**src/rtl/deq_pkg.sv**
```systemverilog
`timescale 1ns / 1ps
// Shared types for the double-ended queue: operation codes, status codes,
// controller states and the command/status bundles between control and datapath.
package deq_pkg;

  typedef enum logic [2:0] {
    KIND_PUSH_FRONT = 3'd0,
    KIND_PUSH_BACK  = 3'd1,
    KIND_POP_FRONT  = 3'd2,
    KIND_POP_BACK   = 3'd3,
    KIND_LIST       = 3'd4
  } kind_e;

  typedef enum logic [1:0] {
    STATUS_OK    = 2'd0,
    STATUS_EMPTY = 2'd1,
    STATUS_FULL  = 2'd2
  } status_e;

  // Source of the value loaded into the result register
  typedef enum logic [1:0] {
    SRC_OK_ZERO = 2'd0,
    SRC_EMPTY   = 2'd1,
    SRC_FULL    = 2'd2,
    SRC_RAM     = 2'd3
  } res_src_e;

  typedef enum logic [2:0] {
    S_IDLE,
    S_FETCH,
    S_RESULT,
    S_LIST_FETCH,
    S_LIST_RESULT
  } state_e;

  typedef struct packed {
    logic     wr_front;    // push at front: step front back, write there
    logic     wr_back;     // push at back: write behind the last entry
    logic     rd_front;    // pop front: read front, advance front
    logic     rd_back;     // pop back: read last entry
    logic     list_first;  // start a listing at the front
    logic     list_next;   // step the listing offset and read
    logic     res_load;    // load the result register
    res_src_e res_src;
    logic     res_list;    // last flag comes from the listing offset
  } cmd_t;

  typedef struct packed {
    logic empty;
    logic full;
    logic last;            // last flag of the held result
  } stat_t;

endpackage

```
**src/rtl/deq_ram.sv**
```systemverilog
`timescale 1ns / 1ps
// Generic single-write, single-read RAM with registered read data.
// No dependencies.
module deq_ram #(
  parameter int WIDTH = 32,
  parameter int DEPTH = 32
) (
  input  logic                     clk_i,
  input  logic                     wr_en_i,
  input  logic [$clog2(DEPTH)-1:0] wr_addr_i,
  input  logic [WIDTH-1:0]         wr_data_i,
  input  logic                     rd_en_i,
  input  logic [$clog2(DEPTH)-1:0] rd_addr_i,
  output logic [WIDTH-1:0]         rd_data_o
);

  logic [WIDTH-1:0] mem_q [DEPTH];
  logic [WIDTH-1:0] rd_data_q;

  always_ff @(posedge clk_i) begin
    if (wr_en_i) begin
      mem_q[wr_addr_i] <= wr_data_i;
    end
    if (rd_en_i) begin
      rd_data_q <= mem_q[rd_addr_i];
    end
  end

  assign rd_data_o = rd_data_q;

endmodule

```
**src/rtl/deq_dpath.sv**
```systemverilog
`timescale 1ns / 1ps
// Datapath: front pointer, entry count, listing offset, slot RAM and result register.
// Depends on deq_pkg and deq_ram.
module deq_dpath #(
  parameter int CAPACITY = 32
) (
  input  logic                clk_i,
  input  logic                rst_ni,
  input  logic signed [31:0]  value_i,
  input  deq_pkg::cmd_t       cmd_i,
  output deq_pkg::stat_t      stat_o,
  output logic [1:0]          status_o,
  output logic signed [31:0]  entry_o,
  output logic                last_o
);

  localparam int IDX_W = $clog2(CAPACITY);
  localparam int CNT_W = $clog2(CAPACITY + 1);
  localparam logic [IDX_W:0]   CAP_EXT = (IDX_W + 1)'(CAPACITY);
  localparam logic [IDX_W-1:0] LAST_IDX = IDX_W'(CAPACITY - 1);
  localparam logic [CNT_W-1:0] CAP_CNT = CNT_W'(CAPACITY);
  localparam logic [1:0]       STATUS_OK_C = 2'(deq_pkg::STATUS_OK);

  // Slot that lies off positions after base, wrapped at the capacity
  function automatic logic [IDX_W-1:0] ring_pos(input logic [IDX_W-1:0] base,
                                                input logic [IDX_W-1:0] off);
    logic [IDX_W:0] sum;
    sum = {1'b0, base} + {1'b0, off};
    if (sum >= CAP_EXT) begin
      sum = sum - CAP_EXT;
    end
    return sum[IDX_W-1:0];
  endfunction

  logic [IDX_W-1:0] front_d, front_q;
  logic [CNT_W-1:0] count_d, count_q;
  logic [IDX_W-1:0] off_d, off_q;
  logic [1:0]       status_d, status_q;
  logic [31:0]      entry_d, entry_q;
  logic             last_d, last_q;

  logic [IDX_W-1:0] front_dec;
  logic [CNT_W-1:0] count_m1;
  logic [IDX_W-1:0] off_p1;
  logic [CNT_W-1:0] off_ext_p1;
  logic             list_last;
  logic             wr_en, rd_en;
  logic [IDX_W-1:0] wr_addr, rd_addr;
  logic [31:0]      rd_data;

  assign front_dec  = (front_q == '0) ? LAST_IDX : front_q - IDX_W'(1);
  assign count_m1   = count_q - CNT_W'(1);
  assign off_p1     = off_q + IDX_W'(1);
  assign off_ext_p1 = CNT_W'(off_q) + CNT_W'(1);
  assign list_last  = (off_ext_p1 == count_q);

  assign wr_en   = cmd_i.wr_front | cmd_i.wr_back;
  assign wr_addr = cmd_i.wr_front ? front_dec : ring_pos(front_q, count_q[IDX_W-1:0]);
  assign rd_en   = cmd_i.rd_front | cmd_i.rd_back | cmd_i.list_first | cmd_i.list_next;

  always_comb begin
    priority if (cmd_i.rd_back) begin
      rd_addr = ring_pos(front_q, count_m1[IDX_W-1:0]);
    end else if (cmd_i.list_next) begin
      rd_addr = ring_pos(front_q, off_p1);
    end else begin
      rd_addr = front_q;
    end
  end

  deq_ram #(
    .WIDTH(32),
    .DEPTH(CAPACITY)
  ) u_slots (
    .clk_i    (clk_i),
    .wr_en_i  (wr_en),
    .wr_addr_i(wr_addr),
    .wr_data_i(value_i),
    .rd_en_i  (rd_en),
    .rd_addr_i(rd_addr),
    .rd_data_o(rd_data)
  );

  always_comb begin
    front_d = front_q;
    count_d = count_q;
    off_d   = off_q;
    if (cmd_i.wr_front) begin
      front_d = front_dec;
      count_d = count_q + CNT_W'(1);
    end
    if (cmd_i.wr_back) begin
      count_d = count_q + CNT_W'(1);
    end
    if (cmd_i.rd_front) begin
      front_d = ring_pos(front_q, IDX_W'(1));
      count_d = count_m1;
    end
    if (cmd_i.rd_back) begin
      count_d = count_m1;
    end
    if (cmd_i.list_first) begin
      off_d = '0;
    end
    if (cmd_i.list_next) begin
      off_d = off_p1;
    end
  end

  always_comb begin
    status_d = STATUS_OK_C;
    entry_d  = '0;
    last_d   = 1'b1;
    unique case (cmd_i.res_src)
      deq_pkg::SRC_OK_ZERO: status_d = 2'(deq_pkg::STATUS_OK);
      deq_pkg::SRC_EMPTY:   status_d = 2'(deq_pkg::STATUS_EMPTY);
      deq_pkg::SRC_FULL:    status_d = 2'(deq_pkg::STATUS_FULL);
      deq_pkg::SRC_RAM: begin
        status_d = 2'(deq_pkg::STATUS_OK);
        entry_d  = rd_data;
        last_d   = cmd_i.res_list ? list_last : 1'b1;
      end
      default: status_d = 2'(deq_pkg::STATUS_OK);
    endcase
  end

  always_ff @(posedge clk_i or negedge rst_ni) begin
    if (!rst_ni) begin
      front_q <= '0;
      count_q <= '0;
      off_q   <= '0;
    end else begin
      front_q <= front_d;
      count_q <= count_d;
      off_q   <= off_d;
    end
  end

  always_ff @(posedge clk_i) begin
    if (cmd_i.res_load) begin
      status_q <= status_d;
      entry_q  <= entry_d;
      last_q   <= last_d;
    end
  end

  assign stat_o.empty = (count_q == '0);
  assign stat_o.full  = (count_q == CAP_CNT);
  assign stat_o.last  = last_q;

  assign status_o = status_q;
  assign entry_o  = entry_q;
  assign last_o   = last_q;

endmodule

```
**src/rtl/deq_ctrl.sv**
```systemverilog
`timescale 1ns / 1ps
// Controller: sequences push, pop and listing over the datapath, owns both handshakes.
// Depends on deq_pkg.
module deq_ctrl (
  input  logic           clk_i,
  input  logic           rst_ni,
  input  logic           in_valid_i,
  output logic           in_ready_o,
  input  logic [2:0]     kind_i,
  output logic           out_valid_o,
  input  logic           out_ready_i,
  input  deq_pkg::stat_t stat_i,
  output deq_pkg::cmd_t  cmd_o
);

  deq_pkg::state_e state_d, state_q;
  deq_pkg::kind_e  kind;

  assign kind = deq_pkg::kind_e'(kind_i);

  always_comb begin
    state_d = state_q;
    unique case (state_q)
      deq_pkg::S_IDLE: begin
        if (in_valid_i) begin
          unique case (kind)
            deq_pkg::KIND_PUSH_FRONT, deq_pkg::KIND_PUSH_BACK: state_d = deq_pkg::S_RESULT;
            deq_pkg::KIND_POP_FRONT, deq_pkg::KIND_POP_BACK: begin
              state_d = stat_i.empty ? deq_pkg::S_RESULT : deq_pkg::S_FETCH;
            end
            deq_pkg::KIND_LIST: begin
              state_d = stat_i.empty ? deq_pkg::S_RESULT : deq_pkg::S_LIST_FETCH;
            end
            default: state_d = deq_pkg::S_IDLE;  // drop unknown operations
          endcase
        end
      end
      deq_pkg::S_FETCH:      state_d = deq_pkg::S_RESULT;
      deq_pkg::S_LIST_FETCH: state_d = deq_pkg::S_LIST_RESULT;
      deq_pkg::S_RESULT: begin
        if (out_ready_i) begin
          state_d = deq_pkg::S_IDLE;
        end
      end
      deq_pkg::S_LIST_RESULT: begin
        if (out_ready_i) begin
          state_d = stat_i.last ? deq_pkg::S_IDLE : deq_pkg::S_LIST_FETCH;
        end
      end
      default: state_d = deq_pkg::S_IDLE;
    endcase
  end

  always_comb begin
    cmd_o       = '0;
    cmd_o.res_src = deq_pkg::SRC_OK_ZERO;
    in_ready_o  = 1'b0;
    out_valid_o = 1'b0;
    unique case (state_q)
      deq_pkg::S_IDLE: begin
        in_ready_o = 1'b1;
        if (in_valid_i) begin
          unique case (kind)
            deq_pkg::KIND_PUSH_FRONT, deq_pkg::KIND_PUSH_BACK: begin
              cmd_o.res_load = 1'b1;
              if (stat_i.full) begin
                cmd_o.res_src = deq_pkg::SRC_FULL;
              end else begin
                cmd_o.wr_front = (kind == deq_pkg::KIND_PUSH_FRONT);
                cmd_o.wr_back  = (kind == deq_pkg::KIND_PUSH_BACK);
              end
            end
            deq_pkg::KIND_POP_FRONT, deq_pkg::KIND_POP_BACK: begin
              if (stat_i.empty) begin
                cmd_o.res_load = 1'b1;
                cmd_o.res_src  = deq_pkg::SRC_EMPTY;
              end else begin
                cmd_o.rd_front = (kind == deq_pkg::KIND_POP_FRONT);
                cmd_o.rd_back  = (kind == deq_pkg::KIND_POP_BACK);
              end
            end
            deq_pkg::KIND_LIST: begin
              if (stat_i.empty) begin
                cmd_o.res_load = 1'b1;
                cmd_o.res_src  = deq_pkg::SRC_EMPTY;
              end else begin
                cmd_o.list_first = 1'b1;
              end
            end
            default: cmd_o.res_load = 1'b0;
          endcase
        end
      end
      deq_pkg::S_FETCH: begin
        cmd_o.res_load = 1'b1;
        cmd_o.res_src  = deq_pkg::SRC_RAM;
      end
      deq_pkg::S_LIST_FETCH: begin
        cmd_o.res_load = 1'b1;
        cmd_o.res_src  = deq_pkg::SRC_RAM;
        cmd_o.res_list = 1'b1;
      end
      deq_pkg::S_RESULT: begin
        out_valid_o = 1'b1;
      end
      deq_pkg::S_LIST_RESULT: begin
        out_valid_o = 1'b1;
        // advance to the next entry once this beat is taken
        cmd_o.list_next = out_ready_i & ~stat_i.last;
      end
      default: out_valid_o = 1'b0;
    endcase
  end

  always_ff @(posedge clk_i or negedge rst_ni) begin
    if (!rst_ni) begin
      state_q <= deq_pkg::S_IDLE;
    end else begin
      state_q <= state_d;
    end
  end

endmodule

```
**src/rtl/double_ended_queue_core.sv**
```systemverilog
`timescale 1ns / 1ps
// Double-ended queue of signed 32-bit values, CAPACITY entries in a circular slot RAM.
// Depends on deq_pkg, deq_ctrl, deq_dpath and deq_ram.
//
// One operation is in flight at a time. A push, or any operation that finds the
// store full or empty, passes through accept and result beat; a pop passes through
// accept, RAM read and result beat; a listing of N entries passes through accept
// and then a RAM read and a result beat for each entry.
// This sequence follows from the single registered read port of the slot RAM and
// the single result register. Unknown operation codes are accepted and dropped
// with no result. Slots need no clearing after reset.
module double_ended_queue_core #(
  parameter int CAPACITY = 32
) (
  input  logic               clk_i,
  input  logic               rst_ni,
  input  logic               in_valid_i,
  output logic               in_ready_o,
  input  logic [2:0]         kind_i,
  input  logic signed [31:0] value_i,
  output logic               out_valid_o,
  input  logic               out_ready_i,
  output logic [1:0]         status_o,
  output logic signed [31:0] entry_o,
  output logic               last_o
);

  deq_pkg::cmd_t  cmd;
  deq_pkg::stat_t stat;

  deq_ctrl u_ctrl (
    .clk_i      (clk_i),
    .rst_ni     (rst_ni),
    .in_valid_i (in_valid_i),
    .in_ready_o (in_ready_o),
    .kind_i     (kind_i),
    .out_valid_o(out_valid_o),
    .out_ready_i(out_ready_i),
    .stat_i     (stat),
    .cmd_o      (cmd)
  );

  deq_dpath #(
    .CAPACITY(CAPACITY)
  ) u_dpath (
    .clk_i   (clk_i),
    .rst_ni  (rst_ni),
    .value_i (value_i),
    .cmd_i   (cmd),
    .stat_o  (stat),
    .status_o(status_o),
    .entry_o (entry_o),
    .last_o  (last_o)
  );

endmodule

```
**config.mk**
```make
export PLATFORM = sky130hd
export DESIGN_NAME = double_ended_queue_core
export DESIGN_NICKNAME = d
export VERILOG_FILES = /design/src/rtl/deq_pkg.sv /design/src/rtl/deq_ram.sv /design/src/rtl/deq_dpath.sv /design/src/rtl/deq_ctrl.sv /design/src/rtl/double_ended_queue_core.sv
export SDC_FILE = /design/constraint.sdc
export NUM_CORES = 1
export LEC_CHECK = 0
export ABC_CLOCK_PERIOD_IN_PS = 5200
export BUFFER_PORTS_ARGS = -buffer_cell sky130_fd_sc_hd__clkbuf_2
export CORE_ASPECT_RATIO = 1.4
export CORE_MARGIN = 2
export CORE_UTILIZATION = 45
export CTS_CLUSTER_SIZE = 16
export DETAILED_ROUTE_END_ITERATION = 8
export PLACE_DENSITY = 0.57
export REMOVE_ABC_BUFFERS = 1
export SETUP_SLACK_MARGIN = 0.4
export SYNTH_ARGS = -nofsm -noshare
export SYNTH_HDL_FRONTEND = slang
export SYNTH_HIERARCHICAL = 1
export SYNTH_SLANG_ARGS = --single-unit
```
**constraint.sdc**
```tcl
create_clock -name clk_i -period 5.2 [get_ports clk_i]
set_clock_uncertainty 0.15 [all_clocks]
set_input_delay 0.26 -clock clk_i [delete_from_list [all_inputs] [get_ports clk_i]]
set_output_delay 0.26 -clock clk_i [all_outputs]
set_load 0.1 [all_outputs]
```
==> flow_summary.json <==
{
  "status": "finished, final reports clean",
  "max_freq_mhz": 221,
  "critPathKind": "reg -> reg",
  "yosys.area.top_type": "edfxtp_1",
  "routedWlPerCell_um": 27.7,
  "chipWidth_um": 269,
  "antenna_found_initial": 4,
  "drt_iter0_drc": 2189,
  "dr.pass1.iters": 7,
  "cts_tree": "yes",
  "dieHeight_um": 375,
  "synth_compound_area_share_pct": 5.32,
  "yosysWarnings": 6,
  "hold_viol": 0,
  "htree_levels": 3,
  "p_leak_nw": 18.2,
  "core_mm2": 0.0978,
  "routabilityCongestion": 0.787,
  "final_core_util_pct": 51.2,
  "ant_nets": 0,
  "io_buffers": 75,
  "crit_family": "simple AND/OR/NAND/NOR gates",
  "synthTopCellsByArea": "edfxtp_1, mux2i_1, a22oi_1, a21oi_1, a22o_1",
  "syn2layout_area_growth_pct": 13.3,
  "synth-seq-cells": 1110,
  "synthAdderAreaFrac_pct": 0.645,
  "via_per_inst": 5.78,
  "synth_common_cells": "edfxtp_1, mux2i_1, nand2_1",
  "via_count": 23800,
  "clk_latency_ps": 690,
  "numCtsBuffers": 100,
  "worst-path-buf-inv": 4,
  "worst-endpoint-arrival_ps": 4790,
  "postCtsSetupBuffers": 0,
  "synth_async_sr_flop_share_pct": 1.71,
  "synth_edf_count": 1091,
  "setup_violations": 0,
  "synth_area_mm2": 0.0442,
  "synth.distinct_cells": 59,
  "slew_headroom_pct": 25.3,
  "end_kind": "flip-flop",
  "grt_usage_pct": 22.7,
  "fin_crit_ps": 4520,
  "power_density_mw_per_mm2": 530,
  "synth_xor_area_share_pct": 0.611,
  "vdd_ir_drop_max_uv": 388,
  "worst_slew_pin_slew_ps": 1120,
  "grt_max_degree": 74,
  "grt_pass1_wl_um": 164000,
  "grt_pass1_vias": 23700,
  "slew_violations": 0,
  "muxShareOfSynthArea_pct": 11.7,
  "critPathLaunchType": "flip-flop",
  "routed_wl_um": 114000,
  "crit_path_frequent_cell": "nor3_1",
  "worstHoldPathType": "in -> reg",
  "yosysMostFrequentCell": "edfxtp_1",
  "final_nets": 2782,
  "grt_overflow_total": 0,
  "synth_top_area_share_pct": 74.1,
  "crit_required_ps": 5470,
  "synthFlopType": "edfxtp_1",
  "rows": 136,
  "path_cells": "inv_1 > ha_1 > or3b_4 > nor3_1 > nand2b_1 > nor3_1 > buf_4 > o21ai_4 > buf_12 > buf_12 > mux2i_1 > a22o_1 > nor3_1 > a31oi_1 > nand3_1",
  "drive_gt1_share_pct": 13.6,
  "cts_sinks": 1110,
  "cpPeakStageDelay_ps": 450,
  "synth_top_family_by_area": "multiplexers",
  "clock-root-buffer": "clkbuf_16",
  "syn_inst": 2579,
  "layout_worst_path_cycle_share_pct": 87.0,
  "avgSynthCellArea_um2": 17.1,
  "drc_errors": 0,
  "boundaryPins": 76,
  "dp_hpwl_um": 59400,
  "finalInstanceArea_mm2": 0.0501,
  "start_util_pct": 45.2,
  "slowest_stage": "dfrtp_1",
  "maxCapViolCount": 0,
  "dp_slack_ps": 689,
  "clk_pin_slew_ps": 70,
  "crit_fanout": 73,
  "rsz0062_at_grt": "false",
  "yosysSeqAreaShare_pct": 75.2,
  "die_area_mm2": 0.101,
  "timing.final.ws_setup_ps": 678,
  "power_mw": 26.5,
  "placed_cell_area_mm2": 0.0467,
  "yosys.area_share.simple_pct": 4.41,
  "clk_path_buf_depth": 3
}
==> where the power goes <==
part / switching, mW / total, mW / internal (mW)
Combinational: 5.51 / 8.54 / 3.03
Sequential: 0.253 / 10.7 / 10.4
Clock: 3.23 / 7.32 / 4.09
==> kinds of logic after synthesis <==
kind of cell             Yosys count
AO/OA/AOI/OAI                    347
AND/OR/NAND/NOR                  395
XOR/XNOR                          30
flip-flops                      1110
adder cells (fa/ha/maj)           21
buffers and inverters            159
multiplexers                     517
==> worst paths after layout <==
check | from | end | slack, ps | depth (start not counted)
worst max-delay path | u_dpath/count_q[0] | u_dpath/u_slots/rd_data_o[8] | 680 | 15
worst min-delay path | value_i[11] | u_dpath/u_slots/mem_q[26][11] | 30 | 1
worst max register to register | u_dpath/count_q[0] | u_dpath/u_slots/rd_data_o[8] | 680 | 15
worst min register to register | u_dpath/u_slots/rd_data_o[7] | u_dpath/entry_o[7] | 430 | 1
max in group asynchronous | rst_ni | u_ctrl/state_q[0] | 3610 | 3
min in group asynchronous | rst_ni | u_dpath/off_q[4] | 670 | 3
==> registers in the layout (all words and copies together) (netlist names) <==
register / cells
u_ctrl/state_q: 3
u_dpath/u_slots/mem_q: 1024
u_dpath/front_q: 5
u_dpath/entry_o: 32
u_dpath/count_q: 6
u_dpath/last_o: 1
u_dpath/off_q: 5
u_dpath/u_slots/rd_data_o: 32
u_dpath/status_o: 2
==> layout by cell type, fill, tap and decap left out, types with 4 or more instances in the layout <==
cell type | Yosys | final
buf_4 | 37 | 73
a22oi_1 | 100 | 100
a21o_1 | 7 | 7
clkbuf_16 | 0 | 102
clkinv_1 | 0 | 16
mux2i_1 | 517 | 517
nor2_1 | 49 | 16
buf_12 | 0 | 27
nor3_1 | 39 | 39
a22o_1 | 64 | 64
xnor2_1 | 18 | 18
nand2_1 | 118 | 117
a21oi_1 | 114 | 113
nand2b_1 | 10 | 8
edfxtp_1 | 1091 | 1091
clkbuf_2 | 0 | 75
nand3b_1 | 5 | 5
clkbuf_1 | 51 | 26
a31oi_1 | 32 | 32
ha_1 | 18 | 18
bufinv_16 | 0 | 9
nand3_1 | 106 | 106
nor2_4 | 0 | 33
inv_1 | 13 | 13
and3_1 | 33 | 33
clkinv_2 | 0 | 21
dlygate4sd3_1 | 0 | 12
xor2_1 | 11 | 11
dfrtp_1 | 19 | 19
clkinv_4 | 0 | 4
o21ai_0 | 12 | 9
==> per-layer routing <==
layer  track usage [%]  up-vias  share of wire, %
li1                  -    10400                 -
met1              30.2    12400                42
met2              38.4      778                50
met3              3.59      191               5.5
met4              6.90        0               2.7
met5                 0        -                 0
==> timing repair <==
action,4_1_cts,5_1_grt
resized for setup,0,1
endpoints found under the setup margin,0,1
hold endpoints to repair,143,0
hold buffers,12,0
==> through the flow <==
step,instances,setup TNS [ps],hold slack (ps)
3_5_place_dp,3919,0,125
2_1_floorplan,2433,-1716630,-186
4_1_cts,4117,0,6.95
5_1_grt,4118,0,64.1
3_3_place_gp,3919,0,118
6_report,4120,0,31.5
==> final cells by class <==
cell class                      instances  area (µm²)
Fill cell                            7903       47800
Sequential cell                      1110       33200
Multi-Input combinational cell       1310       10300
Clock buffer                          130        2680
Tap cell                             1311        1640
Timing Repair Buffer                  187        1580
Clock inverter                         56         539
Inverter                               13        48.8
Antenna cell                            3        7.51
Note: power is estimated with default switching activity, not from simulation.
